[src/dts_pkg.sv]
// types and constants for the doctype token scanner
// no dependencies; used by doctype_token_scanner
package dts_pkg;

  typedef enum logic [3:0] {
    ST_IDLE         = 4'd0,
    ST_BEFORE_NAME  = 4'd1,
    ST_NAME         = 4'd2,
    ST_AFTER_NAME   = 4'd3,
    ST_KEYWORD      = 4'd4,
    ST_BEFORE_PUBID = 4'd5,
    ST_PUB_ID       = 4'd6,
    ST_AFTER_PUBID  = 4'd7,
    ST_SYS_ID       = 4'd8,
    ST_AFTER_SYSID  = 4'd9,
    ST_BOGUS        = 4'd10
  } scan_state_e;

  localparam logic       EV_SPAN = 1'b0;
  localparam logic       EV_END  = 1'b1;

  localparam logic [2:0] SPAN_NAME   = 3'd0;
  localparam logic [2:0] SPAN_PUB_KW = 3'd1;
  localparam logic [2:0] SPAN_SYS_KW = 3'd2;
  localparam logic [2:0] SPAN_PUB_ID = 3'd3;
  localparam logic [2:0] SPAN_SYS_ID = 3'd4;

  localparam logic [7:0] CH_GT    = 8'h3E;
  localparam logic [7:0] CH_DQUOT = 8'h22;
  localparam logic [7:0] CH_SQUOT = 8'h27;

  localparam logic [2:0] KW_LAST = 3'd5;

  typedef struct packed {
    logic        event_kind;
    logic [2:0]  span_kind;
    logic [31:0] span_begin;
    logic [31:0] span_length;
    logic [31:0] token_length;
    logic        quirks_mode;
    logic        last_event;
  } result_t;

  function automatic logic is_space(input logic [7:0] c);
    return (c == 8'h09) || (c == 8'h0A) || (c == 8'h0C) || (c == 8'h0D) || (c == 8'h20);
  endfunction

  function automatic logic [7:0] to_upper(input logic [7:0] c);
    return ((c >= 8'h61) && (c <= 8'h7A)) ? (c - 8'd32) : c;
  endfunction

  // PUBLIC / SYSTEM, upper case
  function automatic logic [7:0] kw_char(input logic sys, input logic [2:0] idx);
    logic [7:0] ch;
    ch = 8'h00;
    unique case (idx)
      3'd0: ch = sys ? 8'h53 : 8'h50;
      3'd1: ch = sys ? 8'h59 : 8'h55;
      3'd2: ch = sys ? 8'h53 : 8'h42;
      3'd3: ch = sys ? 8'h54 : 8'h4C;
      3'd4: ch = sys ? 8'h45 : 8'h49;
      3'd5: ch = sys ? 8'h4D : 8'h43;
      default: ch = 8'h00;
    endcase
    return ch;
  endfunction

endpackage

[src/doctype_token_scanner.sv]
// doctype token scanner: span and token-end events for a DOCTYPE body
// depends on dts_pkg
//
// usage
//   input channel: one document byte per item with its offset; start_token_i
//   marks the first byte after the DOCTYPE keyword and samples the offset of
//   the opening bracket. output channel: one event per item, either a span
//   (name, keyword or identifier) or the end of the token with its length
//   and quirks flag. a byte can cause zero, one or two events; last_event_o
//   marks the final event of a byte.
//   the events of a byte are written into the result queue when it is taken.
//   throughput: one byte per cycle while each byte yields at most one event
//   and the receiver does not stall; a byte that yields two events needs an
//   extra pop at the single output port of the four-entry result queue.
//   in_stall_o rises when the queue has fewer than two free entries, so a
//   stalled receiver backs up into the input side after a few items.
//   reset empties the queue and returns the scanner to idle, outside any
//   token; bytes seen while idle without a start are ignored.
module doctype_token_scanner
  import dts_pkg::*;
#(
  parameter int OFFSET_BITS = 32
) (
  input  logic        clk_i,
  input  logic        rst_ni,
  input  logic        in_valid_i,
  output logic        in_stall_o,
  input  logic [7:0]  data_byte_i,
  input  logic [31:0] byte_offset_i,
  input  logic        start_token_i,
  input  logic [31:0] tag_begin_offset_i,
  output logic        out_valid_o,
  input  logic        out_stall_i,
  output logic        event_kind_o,
  output logic [2:0]  span_kind_o,
  output logic [31:0] span_begin_o,
  output logic [31:0] span_length_o,
  output logic [31:0] token_length_o,
  output logic        quirks_mode_o,
  output logic        last_event_o
);

  localparam int OB = OFFSET_BITS;

  scan_state_e    state_q, state_d;
  logic [2:0]     kw_idx_q, kw_idx_d;
  logic           kw_sys_q, kw_sys_d;
  logic           q_single_q, q_single_d;
  logic [OB-1:0]  span_start_q, span_start_d;
  logic [OB-1:0]  tok_start_q, tok_start_d;
  logic           quirks_q, quirks_d;

  result_t        res0, res1;
  logic [1:0]     n_res;

  result_t        mem_q [4];
  logic [1:0]     wr_ptr_q, rd_ptr_q;
  logic [2:0]     count_q;

  logic           in_accept, out_pop;
  logic [OB-1:0]  off;
  logic [7:0]     c, up, quote_ch;
  scan_state_e    st;

  assign in_stall_o  = (count_q > 3'd2);
  assign out_valid_o = (count_q != 3'd0);
  assign in_accept   = in_valid_i & ~in_stall_o;
  assign out_pop     = out_valid_o & ~out_stall_i;

  assign off = OB'(byte_offset_i);
  assign c   = data_byte_i;
  assign up  = to_upper(data_byte_i);

  always_comb begin
    state_d      = state_q;
    kw_idx_d     = kw_idx_q;
    kw_sys_d     = kw_sys_q;
    q_single_d   = q_single_q;
    span_start_d = span_start_q;
    tok_start_d  = tok_start_q;
    quirks_d     = quirks_q;
    res0         = '0;
    res1         = '0;
    n_res        = 2'd0;

    // a start abandons whatever token was in progress
    if (start_token_i) begin
      tok_start_d  = OB'(tag_begin_offset_i);
      quirks_d     = 1'b0;
      kw_idx_d     = 3'd0;
      kw_sys_d     = 1'b0;
      q_single_d   = 1'b0;
      span_start_d = '0;
      state_d      = ST_BEFORE_NAME;
    end
    st       = state_d;
    quote_ch = q_single_d ? CH_SQUOT : CH_DQUOT;

    unique case (st)
      ST_BEFORE_NAME: begin
        if (!is_space(c)) begin
          if (c == CH_GT) begin
            quirks_d = 1'b1;
            n_res    = 2'd1;
            state_d  = ST_IDLE;
          end else begin
            span_start_d = off;
            state_d      = ST_NAME;
          end
        end
      end
      ST_NAME: begin
        if (c == CH_GT) begin
          res0.span_kind = SPAN_NAME;
          n_res          = 2'd2;
          state_d        = ST_IDLE;
        end else if (is_space(c)) begin
          res0.span_kind = SPAN_NAME;
          n_res          = 2'd1;
          state_d        = ST_AFTER_NAME;
        end
      end
      ST_AFTER_NAME: begin
        if (!is_space(c)) begin
          if (c == CH_GT) begin
            n_res   = 2'd1;
            state_d = ST_IDLE;
          end else if (up == kw_char(1'b0, 3'd0) || up == kw_char(1'b1, 3'd0)) begin
            kw_sys_d     = (up == kw_char(1'b1, 3'd0));
            kw_idx_d     = 3'd1;
            span_start_d = off;
            state_d      = ST_KEYWORD;
          end else begin
            state_d = ST_BOGUS;
          end
        end
      end
      ST_KEYWORD: begin
        if (kw_idx_d <= KW_LAST && up == kw_char(kw_sys_d, kw_idx_d)) begin
          if (kw_idx_d == KW_LAST) begin
            res0.span_kind = kw_sys_d ? SPAN_SYS_KW : SPAN_PUB_KW;
            n_res          = 2'd1;
            kw_idx_d       = 3'd0;
            state_d        = kw_sys_d ? ST_AFTER_PUBID : ST_BEFORE_PUBID;
          end else begin
            kw_idx_d = kw_idx_d + 3'd1;
          end
        end else begin
          kw_idx_d = 3'd0;
          state_d  = ST_BOGUS;
          if (c == CH_GT) begin
            n_res   = 2'd1;
            state_d = ST_IDLE;
          end
        end
      end
      ST_BEFORE_PUBID, ST_AFTER_PUBID: begin
        if (!is_space(c)) begin
          if (c == CH_DQUOT || c == CH_SQUOT) begin
            q_single_d   = (c == CH_SQUOT);
            span_start_d = off + OB'(1);
            state_d      = (st == ST_BEFORE_PUBID) ? ST_PUB_ID : ST_SYS_ID;
          end else if (c == CH_GT) begin
            if (st == ST_BEFORE_PUBID) quirks_d = 1'b1;
            n_res   = 2'd1;
            state_d = ST_IDLE;
          end else begin
            if (st == ST_AFTER_PUBID) quirks_d = 1'b1;
            state_d = ST_BOGUS;
          end
        end
      end
      ST_PUB_ID, ST_SYS_ID: begin
        res0.span_kind = (st == ST_PUB_ID) ? SPAN_PUB_ID : SPAN_SYS_ID;
        if (c == quote_ch) begin
          n_res   = 2'd1;
          state_d = (st == ST_PUB_ID) ? ST_AFTER_PUBID : ST_AFTER_SYSID;
        end else if (c == CH_GT) begin
          // unterminated identifier: report what we have, then end
          quirks_d = 1'b1;
          n_res    = 2'd2;
          state_d  = ST_IDLE;
        end
      end
      ST_AFTER_SYSID: begin
        if (!is_space(c)) begin
          if (c == CH_GT) begin
            n_res   = 2'd1;
            state_d = ST_IDLE;
          end else begin
            state_d = ST_BOGUS;
          end
        end
      end
      ST_BOGUS: begin
        if (c == CH_GT) begin
          n_res   = 2'd1;
          state_d = ST_IDLE;
        end
      end
      default: state_d = ST_IDLE;
    endcase

    // build the records; a token end is always the last event of its byte
    begin
      result_t span_r, end_r;
      span_r              = '0;
      span_r.event_kind   = EV_SPAN;
      span_r.span_kind    = res0.span_kind;
      span_r.span_begin   = 32'(span_start_d);
      span_r.span_length  = 32'(OB'(off - span_start_d));
      end_r               = '0;
      end_r.event_kind    = EV_END;
      end_r.token_length  = 32'(OB'(off - tok_start_d + OB'(1)));
      end_r.quirks_mode   = quirks_d;
      end_r.last_event    = 1'b1;
      if (st == ST_KEYWORD) span_r.span_length = 32'd6;
      if (n_res == 2'd2) begin
        res0 = span_r;
        res1 = end_r;
      end else if (state_d == ST_IDLE && st != ST_IDLE) begin
        res0 = end_r;
      end else begin
        res0            = span_r;
        res0.last_event = 1'b1;
      end
    end
  end

  always_ff @(posedge clk_i or negedge rst_ni) begin
    if (!rst_ni) begin
      state_q      <= ST_IDLE;
      kw_idx_q     <= 3'd0;
      kw_sys_q     <= 1'b0;
      q_single_q   <= 1'b0;
      span_start_q <= '0;
      tok_start_q  <= '0;
      quirks_q     <= 1'b0;
    end else if (in_accept) begin
      state_q      <= state_d;
      kw_idx_q     <= kw_idx_d;
      kw_sys_q     <= kw_sys_d;
      q_single_q   <= q_single_d;
      span_start_q <= span_start_d;
      tok_start_q  <= tok_start_d;
      quirks_q     <= quirks_d;
    end
  end

  // result queue
  logic [2:0] push_n;
  assign push_n = in_accept ? {1'b0, n_res} : 3'd0;

  always_ff @(posedge clk_i) begin
    if (push_n != 3'd0) mem_q[wr_ptr_q] <= res0;
    if (push_n == 3'd2) mem_q[wr_ptr_q + 2'd1] <= res1;
  end

  always_ff @(posedge clk_i or negedge rst_ni) begin
    if (!rst_ni) begin
      wr_ptr_q <= 2'd0;
      rd_ptr_q <= 2'd0;
      count_q  <= 3'd0;
    end else begin
      wr_ptr_q <= wr_ptr_q + push_n[1:0];
      if (out_pop) rd_ptr_q <= rd_ptr_q + 2'd1;
      count_q <= count_q + push_n - {2'b00, out_pop};
    end
  end

  assign event_kind_o   = mem_q[rd_ptr_q].event_kind;
  assign span_kind_o    = mem_q[rd_ptr_q].span_kind;
  assign span_begin_o   = mem_q[rd_ptr_q].span_begin;
  assign span_length_o  = mem_q[rd_ptr_q].span_length;
  assign token_length_o = mem_q[rd_ptr_q].token_length;
  assign quirks_mode_o  = mem_q[rd_ptr_q].quirks_mode;
  assign last_event_o   = mem_q[rd_ptr_q].last_event;

endmodule

[config.mk]
export PLATFORM = sky130hd
export DESIGN_NAME = doctype_token_scanner
export DESIGN_NICKNAME = d
export VERILOG_FILES = /design/src/dts_pkg.sv /design/src/doctype_token_scanner.sv
export SDC_FILE = /design/constraint.sdc
export NUM_CORES = 1
export LEC_CHECK = 0
export ABC_AREA = 1
export BUFFER_PORTS_ARGS = -buffer_cell sky130_fd_sc_hd__buf_2
export CORE_UTILIZATION = 60
export DETAILED_ROUTE_END_ITERATION = 8
export PLACE_DENSITY = 0.88
export SKIP_CTS_REPAIR_TIMING = 1
export SLEW_MARGIN = 20
export SYNTH_ARGS = -nofsm -noshare
export SYNTH_HDL_FRONTEND = slang
export SYNTH_SLANG_ARGS = --single-unit
[constraint.sdc]
create_clock -name clk_i -period 7.6 [get_ports clk_i]
set_input_delay 1.14 -clock clk_i [delete_from_list [all_inputs] [get_ports clk_i]]
set_output_delay 1.14 -clock clk_i [all_outputs]
set_load 0.03 [all_outputs]
# Word-level counts from Yosys, hierarchy flattened
# Memories as Yosys holds them, arrays and structs flattened.
# Index checks and enable logic that the tools add are counted.
totals:
  reg_bits: 81
  ram_bits: 408
  out_inout_bits: 104
  wordCells: 167
  mem_count: 1
op_classes:
  add_sub_neg: 11
  magnitude_cmp: 4
  eq_ne: 29
  n_mux: 91
  bitwise_logic: 4
  n_reduce_logical: 17
memory_table:
  columns: ["memory", "depth", "width", "rd", "rd_clocked_by_memory_dff", "wr", "line", "source"]
  rows:
  - ["mem_q", 4, 102, 1, 0, 2, "doctype_token_scanner.sv:56", "result_t mem_q [4];"]
op_table:
  columns: ["cell", "n"]
  rows:
  - ["two-way mux 32 bit", 10]
  - ["two-way mux 102 bit", 3]
  - ["case mux 32 bit (3 select lines)", 1]
  - ["two-way mux 4 bit", 20]
  - ["adder 32 x 1 -> 32 bit (second input constant)", 2]
  - ["subtractor 32 bit", 2]
  - ["case mux 7 bit (6 select lines)", 1]
  - ["== test 8 x 4 -> 1 bit (second input constant)", 4]
  - ["== test 8 x 6 -> 1 bit (second input constant)", 4]
  - ["case mux 4 bit (8 select lines)", 1]
  - ["two-way mux 1 bit", 27]
  - ["two-way mux 2 bit", 12]
  - ["two-way mux 3 bit", 8]
  - ["== test 4 x 3 -> 1 bit (second input constant)", 4]
  - ["== test 8 x 7 -> 1 bit (second input constant)", 2]
  - ["two-way mux 8 bit", 2]
  - ["== test 4 bit (second input constant)", 3]
  - ["case mux 2 bit (6 select lines)", 1]
  - ["case mux 3 bit (2 select lines)", 2]
  - ["two-way mux 5 bit", 2]
  - ["== test 4 x 2 -> 1 bit (second input constant)", 2]
  - ["== test 8 x 6 -> 1 bit", 1]
  - ["== test 8 bit", 1]
  - ["greater-or-equal comparator 8 x 7 -> 1 bit (second input constant)", 1]
  - ["25 further kinds", 40]

# Longest topological paths before layout
# Gate-level depths: netlist of run 1.
logic_depth:
  depth_word: 13
  mapped_depth: 32

# Worst setup path before layout of run 1
# OpenSTA, ideal clock, no wires.
synth_path:
  path_type: "in2reg"
  from: "input port start_token_i"
  to: "memory mem_q[0][28] in the netlist's numbering, data pin"
  setup_time_ns: 0.266
  arrival_ns: 4.970
  path_slack_ns: 2.364
  cell_stages: 19
  n_path_buf: 4
  cell_sequence: "buf_4 > clkbuf_1 > buf_1 > clkbuf_1 > mux2i_1 > ha_1 > ha_1 > a21oi_1 > nand2_1 > nand2_1 > o211ai_1 > nand2_1 > nand2_1 > a21boi_0 > o21ai_0 > a21boi_0 > o21bai_1 > xnor2_1 > nor2_1"
synth_lines:
  columns: ["element", "line", "source"]
  rows:
  - ["start: declaration", "doctype_token_scanner.sv:30", "input logic start_token_i,"]
  - ["end: declaration", "doctype_token_scanner.sv:56", null]

==> results of run 1 <==
-- worst paths after layout --
path / startpoint / end / cells after the start
setup / recovery: start_token_i / mem_q[3][59] / 28
hold / removal: mem_q[3][34] / mem_q[3][34] / 2
setup reg to reg: state_q[1] / mem_q[3][59] / 26
hold reg to reg: mem_q[3][34] / mem_q[3][34] / 2
max in group asynchronous: rst_ni / rd_ptr_q[0] / 2
min in group asynchronous: rst_ni / tok_start_q[30] / 1
-- per-layer routing --
| layer | part of all wire (%) | track usage, % | vias up |
|---|---|---|---|
| li1 | - | - | 12600 |
| met1 | 40 | 51.5 | 12700 |
| met2 | 43 | 55.9 | 1690 |
| met3 | 12 | 9.06 | 254 |
| met4 | 4.4 | 16.3 | 4 |
| met5 | 0.030 | 0 | - |
-- area by class of cell --
| class | instances | share of cell area [%] |
|---|---|---|
| sequential | 489 | 38.3 |
| clock inverter | 23 | 0.834 |
| tap | 600 | 2.48 |
| timing repair buffer | 209 | 3.70 |
| antenna | 1 | 0.00825 |
| multi-input combinational | 2671 | 46.9 |
| clock buffer | 71 | 4.74 |
| inverter | 251 | 3.13 |
-- placed cells by master (no fill, tap or decap), drive strengths merged, types with 4 or more instances in the layout --
| cell | instances |
|---|---|
| a22oi | 18 |
| nand3 | 379 |
| a221oi | 4 |
| clkinv | 17 |
| buf | 209 |
| o221ai | 7 |
| nor2 | 547 |
| edfxtp | 140 |
| o2111ai | 6 |
| o21a | 11 |
| a21boi | 7 |
| bufinv | 4 |
| a21o | 7 |
| inv | 252 |
| a21oi | 113 |
| o211ai | 23 |
| nand2 | 490 |
| mux2i | 31 |
| nand4 | 21 |
| xor2 | 43 |
| xnor2 | 34 |
| o21ai | 619 |
| a211oi | 7 |
| o21bai | 9 |
| o22ai | 106 |
| nor3 | 43 |
| clkbuf | 71 |
| a31oi | 13 |
| ha | 108 |
| dfrtp | 81 |
| o31ai | 5 |
| dfxtp | 268 |
-- critical path, cell delays in order --
cell and delay [ns]:
buf_2 0.10, inv_2 0.13, nand2_1 0.23, inv_1 0.11, nor2_1 0.20, nand2_1 0.24
inv_1 0.44, nand2_1 0.36, inv_1 0.31, nor2_1 0.09, nor2_1 0.12, nor3_1 0.07
o211ai_1 0.10, o21a_1 0.17, inv_1 0.08, ha_1 0.34, nand2_1 0.12, nor2_1 0.10
nand2_1 0.05, o21ai_0 0.37, a21oi_1 0.18, o21bai_1 0.23, nand2_1 0.08, nand2_1 0.09
nor2_1 0.04, nor3b_1 0.55, nand3_1 0.18, nand2_1 0.09
-- sequential cells by signal, summed over array words and instances, names as in the netlist --
signal / count
kw_idx_q: 3
rd_ptr_q: 2
span_start_q: 32
quirks_q: 1
q_single_q: 1
tok_start_q: 32
mem_q: 408
state_q: 4
wr_ptr_q: 2
kw_sys_q: 1
count_q: 3
-- cell families after synthesis --
| logic type | synth area share (%) |
|---|---|
| simple gates | 23.5 |
| compound gates | 19.0 |
| flops | 41.8 |
| buf+inv | 7.07 |
| fa+ha+maj | 5.09 |
| xor+xnor | 2.43 |
| mux | 1.12 |
-- report_power, final --
group | switching, mW | internal [mW]
clock | 1.08 | 1.46
sequential | 0.196 | 2.92
combinational | 4.19 | 1.53
total | 5.47 | 5.91
==> reports/qor.txt, run 1 <==
Status: finished, final reports clean
Placed cell area: 28,600 um2
Row count: 78
Relative slew margins: 26.7%
Leakage power: 13.0 nW
Clk Latency, worst-skew pair: 0.62 ns
Syn Inst Count: 3,631
Avg Cell Area, Syn: 7.64 um2
RSZ-0062 raised after global routing: false
Initial core utilization: 61.0%
Fin. max-slew vios: 0
Routed vias/inst: 6.30
Top area cells in the synthesized netlist: dfxtp_1 19%, edfxtp_1 15%, o21ai_0 9.1%
Seq/Total Area, Yosys: 41.8%
Cell variety after synth: 59
NumNets Final: 3,860
Multi-input gate area: 14,200 um2
CTS Buf Count: 50
DP Cell Count: 4,220
Remaining DRCs: 0
Area grow syn2layout: 9.36%
Flops & latches, synth: 489
Root Driver: clkbuf_16
Tcrit/Tclk final: 76.3%
Die Y: 217 um
Layout fillers: 3,800
CP Class: primary input to register
1st-iter DRT viols: 3,857
Largest net degree at the start of global routing: 135
Netlist Area Pre-Place: 27,700 um2
Critical Path Fanout Max: 15
Pwr dens: 375 nW/um2
Main synth FF type: dfxtp_1
DIE AREA: 47,100 um2
Pwr Total: 11.4 mW
Vias: 27,200
Maximum clock rate: 172 MHz
Synthesized Nets: 3,819
Worst-path clk slew: 0.06 ns
Post-DP HPWL: 59,800 um
Most common cell in the netlist: o21ai_0
Vias in the first global route: 24,900
Min-Delay Path Class: register to register
Grt total ovfl: 0
Detailed-route wire length per cell: 20.9 um
Core box area: 45,500 um2
GRT Total Usage: 37.4%
Max cap viols: 0
Design Area, Final: 30,300 um2
CP Capture Type: register
Final min period: 5.80 ns
Global-route wire length before repair: 139,000 um
Setup TNS: 0 ns
Synth top area share: 19.4%
CTS tree: done
Final setup margin: 1.80 ns
Number of detailed-route iterations in the first pass: 6
Setup violators final: 0
WL final: 90,100 um
H-tree depth: 2
Register Area: 11,600 um2
EDFF count, synth: 140
Final core utilization: 66.7%
CP arrival: 6.34 ns
Placer Congestion: 1.05
Startpoint Class: primary input
Peak supply drop: 368 uV
Final hold viol count: 0
Hold_ws: 0.469 ns
Dpl ws: 1.37 ns
Chip width: 217 um
Clock tree buffer depth: 3
Sink Count: 489
Initial antenna violation count: 3
Req. time, crit path: 8.14 ns
Fraction of registers with async set/reset: 16.6%
I/O Pins: 181
Share of cells above drive strength 1: 10.7%
Worst slew pin tran: 1.09 ns
Post-route ant nets: 0
Port Buffer Count: 180
Synth top cells by count: 505 x o21ai_0, 502 x nor2_1, 475 x nand2_1
R2R setup slack: 2.19 ns
Clock skew: 0.0284 ns
Yosys top cell by area: dfxtp_1
Ys Warns: 0
Final cell count without fillers: 4,315
Power figures use the tool's default switching activity.
==> run 2, diff against run 1 <==
CORE_UTILIZATION = 56   (was 60)
PLACE_DENSITY = 0.86   (was 0.88)
clock period = 5.1 ns   (was 7.6 ns; I/O delays follow)
==> run 2 against run 1 <==
Compared with the run above: combinational power rose by 52%; via count rose by 0.79%; sequential share of layout area fell by 0.64 points; register-to-register slack got worse by 1.6 ns; die area rose by 7.1%; first-iteration DRC count fell by 1.7%; hold slack got worse by 0.31 ns; largest power group unchanged.
==> reports/qor.txt, run 2 (same netlist as run 1, synthesis figures left out) <==
NumNets Final: 3,925
Global-route wire length before repair: 138,000 um
Clock skew: 0.0255 ns
Largest regs: mem_q: 408 flops, span_start_q: 32 flops, tok_start_q: 32 flops
Startpoint Class: primary input
Layout fillers: 4,192
R2r endpoint: mem_q[1][56]
Core box area: 48,800 um2
Hold_ws: 0.162 ns
Tcrit/Tclk final: 91.3%
Relative slew margins: 21.2%
Critical Path Fanout Max: 5
Pwr dens: 548 nW/um2
CP endpoint: mem_q[2][65]
Row count: 81
Register Area: 11,600 um2
I/O Pins: 181
Min-Delay Path Class: primary input to asynchronous set/reset pin
Status: finished, final reports clean
Die Y: 225 um
Setup violators final: 0
CP Capture Type: register
R2R cell count: 24
CTS tree: done
Initial core utilization: 56.8%
Initial antenna violation count: 1
WL final: 90,000 um
Final cell count without fillers: 4,440
Max reg flops: 408
Final hold viol count: 0
Req. time, crit path: 5.65 ns
Detailed-route wire length per cell: 20.3 um
DIE AREA: 50,400 um2
Vias in the first global route: 24,700
Most common cell after layout, fill and taps aside: o21ai_0
Area grow syn2layout: 11.2%
GRT Total Usage: 35.0%
Post-DP HPWL: 61,300 um
Peak supply drop: 406 uV
Final min period: 4.66 ns
R2R setup slack: 0.57 ns
Root Driver: clkbuf_16
Reg2reg start: state_q[0]
Placer Congestion: 1.07
Commonest non-fill, non-tap cells in the layout: 505 x o21ai_0, 500 x nor2_1, 474 x nand2_1, 366 x nand3_1, 268 x dfxtp_1
Clock tree buffer depth: 3
Remaining DRCs: 0
Share of cells above drive strength 1: 12.1%
Sink Count: 489
Max cap viols: 0
Multi-input gate area: 14,200 um2
Worst-path clk slew: 0.06 ns
Vias: 27,400
CP arrival: 5.20 ns
Maximum clock rate: 215 MHz
Leakage power: 13.3 nW
Grt total ovfl: 0
DP Cell Count: 4,350
Largest Register: mem_q
RSZ-0062 raised after global routing: false
Clk Latency, worst-skew pair: 0.61 ns
H-tree depth: 2
Crit path from: byte_offset_i[1]
Post-route ant nets: 0
Setup TNS: 0 ns
Chip width: 225 um
1st-iter DRT viols: 3,790
Worst slew pin tran: 1.18 ns
CTS Buf Count: 49
CP Class: primary input to register
Fin. max-slew vios: 0
Largest net degree at the start of global routing: 129
Port Buffer Count: 180
Routed vias/inst: 6.17
Number of detailed-route iterations in the first pass: 6
run 2: final cells by class:
type	count	share of cell area, %
diodes	1	0.00812
clock buffers	72	4.55
clock inverters	17	0.564
inverters	251	3.08
multi-input cells	2671	46.1
flip-flops and latches	489	37.6
well taps	664	2.69
repair buffers	275	5.40
run 2: worst max-delay path, stage by stage:
cell and delay [ns]:
buf_2 0.20, ha_1 0.23, nand2_1 0.08, nor2_1 0.29
nand4_1 0.21, inv_1 0.14, nand3_1 0.15, nor2_1 0.22
nand2_1 0.13, nor2_1 0.15, nand2_1 0.10, nor2_1 0.12
xor2_1 0.22, nor2_1 0.06, nor2_1 0.20, nor2_1 0.09
inv_1 0.06, ha_1 0.28, a21oi_1 0.22, o21ai_0 0.15
a211oi_1 0.32, o21ai_0 0.14, a21oi_1 0.18, a21oi_1 0.07
nor2_2 0.22, nand3_1 0.11, nand2_1 0.07
run 2: per-stage QoR:
step / power [mW] / worst slack (ns) / utilization (%) / instance area [um2]
final: 16.9 / 0.445 / 63.1 / 30800
after global routing: 17.8 / 0.0700 / 63.1 / 30800
after CTS: 16.7 / 0.601 / 63.1 / 30800
after detailed placement: 13.1 / 0.00835 / 59.9 / 29300
after global placement: 13.0 / -0.0366 / 59.9 / 29300
after floorplan: 10.5 / 0.239 / - / 27700
run 2: power by group:
group,switching (mW),internal (mW)
combinational,6.24,2.43
clock,1.57,2.02
sequential,0.288,4.36
run 2: how the worst min path moves through the flow:
| stage | endpoint | cells past startpoint | slack, ns | from |
|---|---|---|---|---|
| floorplan | mem_q[1][34] | 2 | 0.44 | mem_q[1][34] |
| global placement | mem_q[1][34] | 2 | 0.46 | mem_q[1][34] |
| detailed placement | mem_q[2][59] | 2 | 0.46 | mem_q[2][59] |
| CTS | tok_start_q[30] | 1 | 0.18 | rst_ni |
| global route | span_start_q[20] | 1 | 0.20 | rst_ni |
| finish | span_start_q[20] | 1 | 0.16 | rst_ni |
run 2: metal layers:
layer | vias to the layer above | global-route usage (%) | share of wire (%)
met5 | - | 0 | 0
met4 | 0 | 17.5 | 5.2
met3 | 265 | 6.48 | 11
met2 | 1667 | 52.4 | 43
met1 | 12800 | 48.6 | 40
li1 | 12700 | - | -
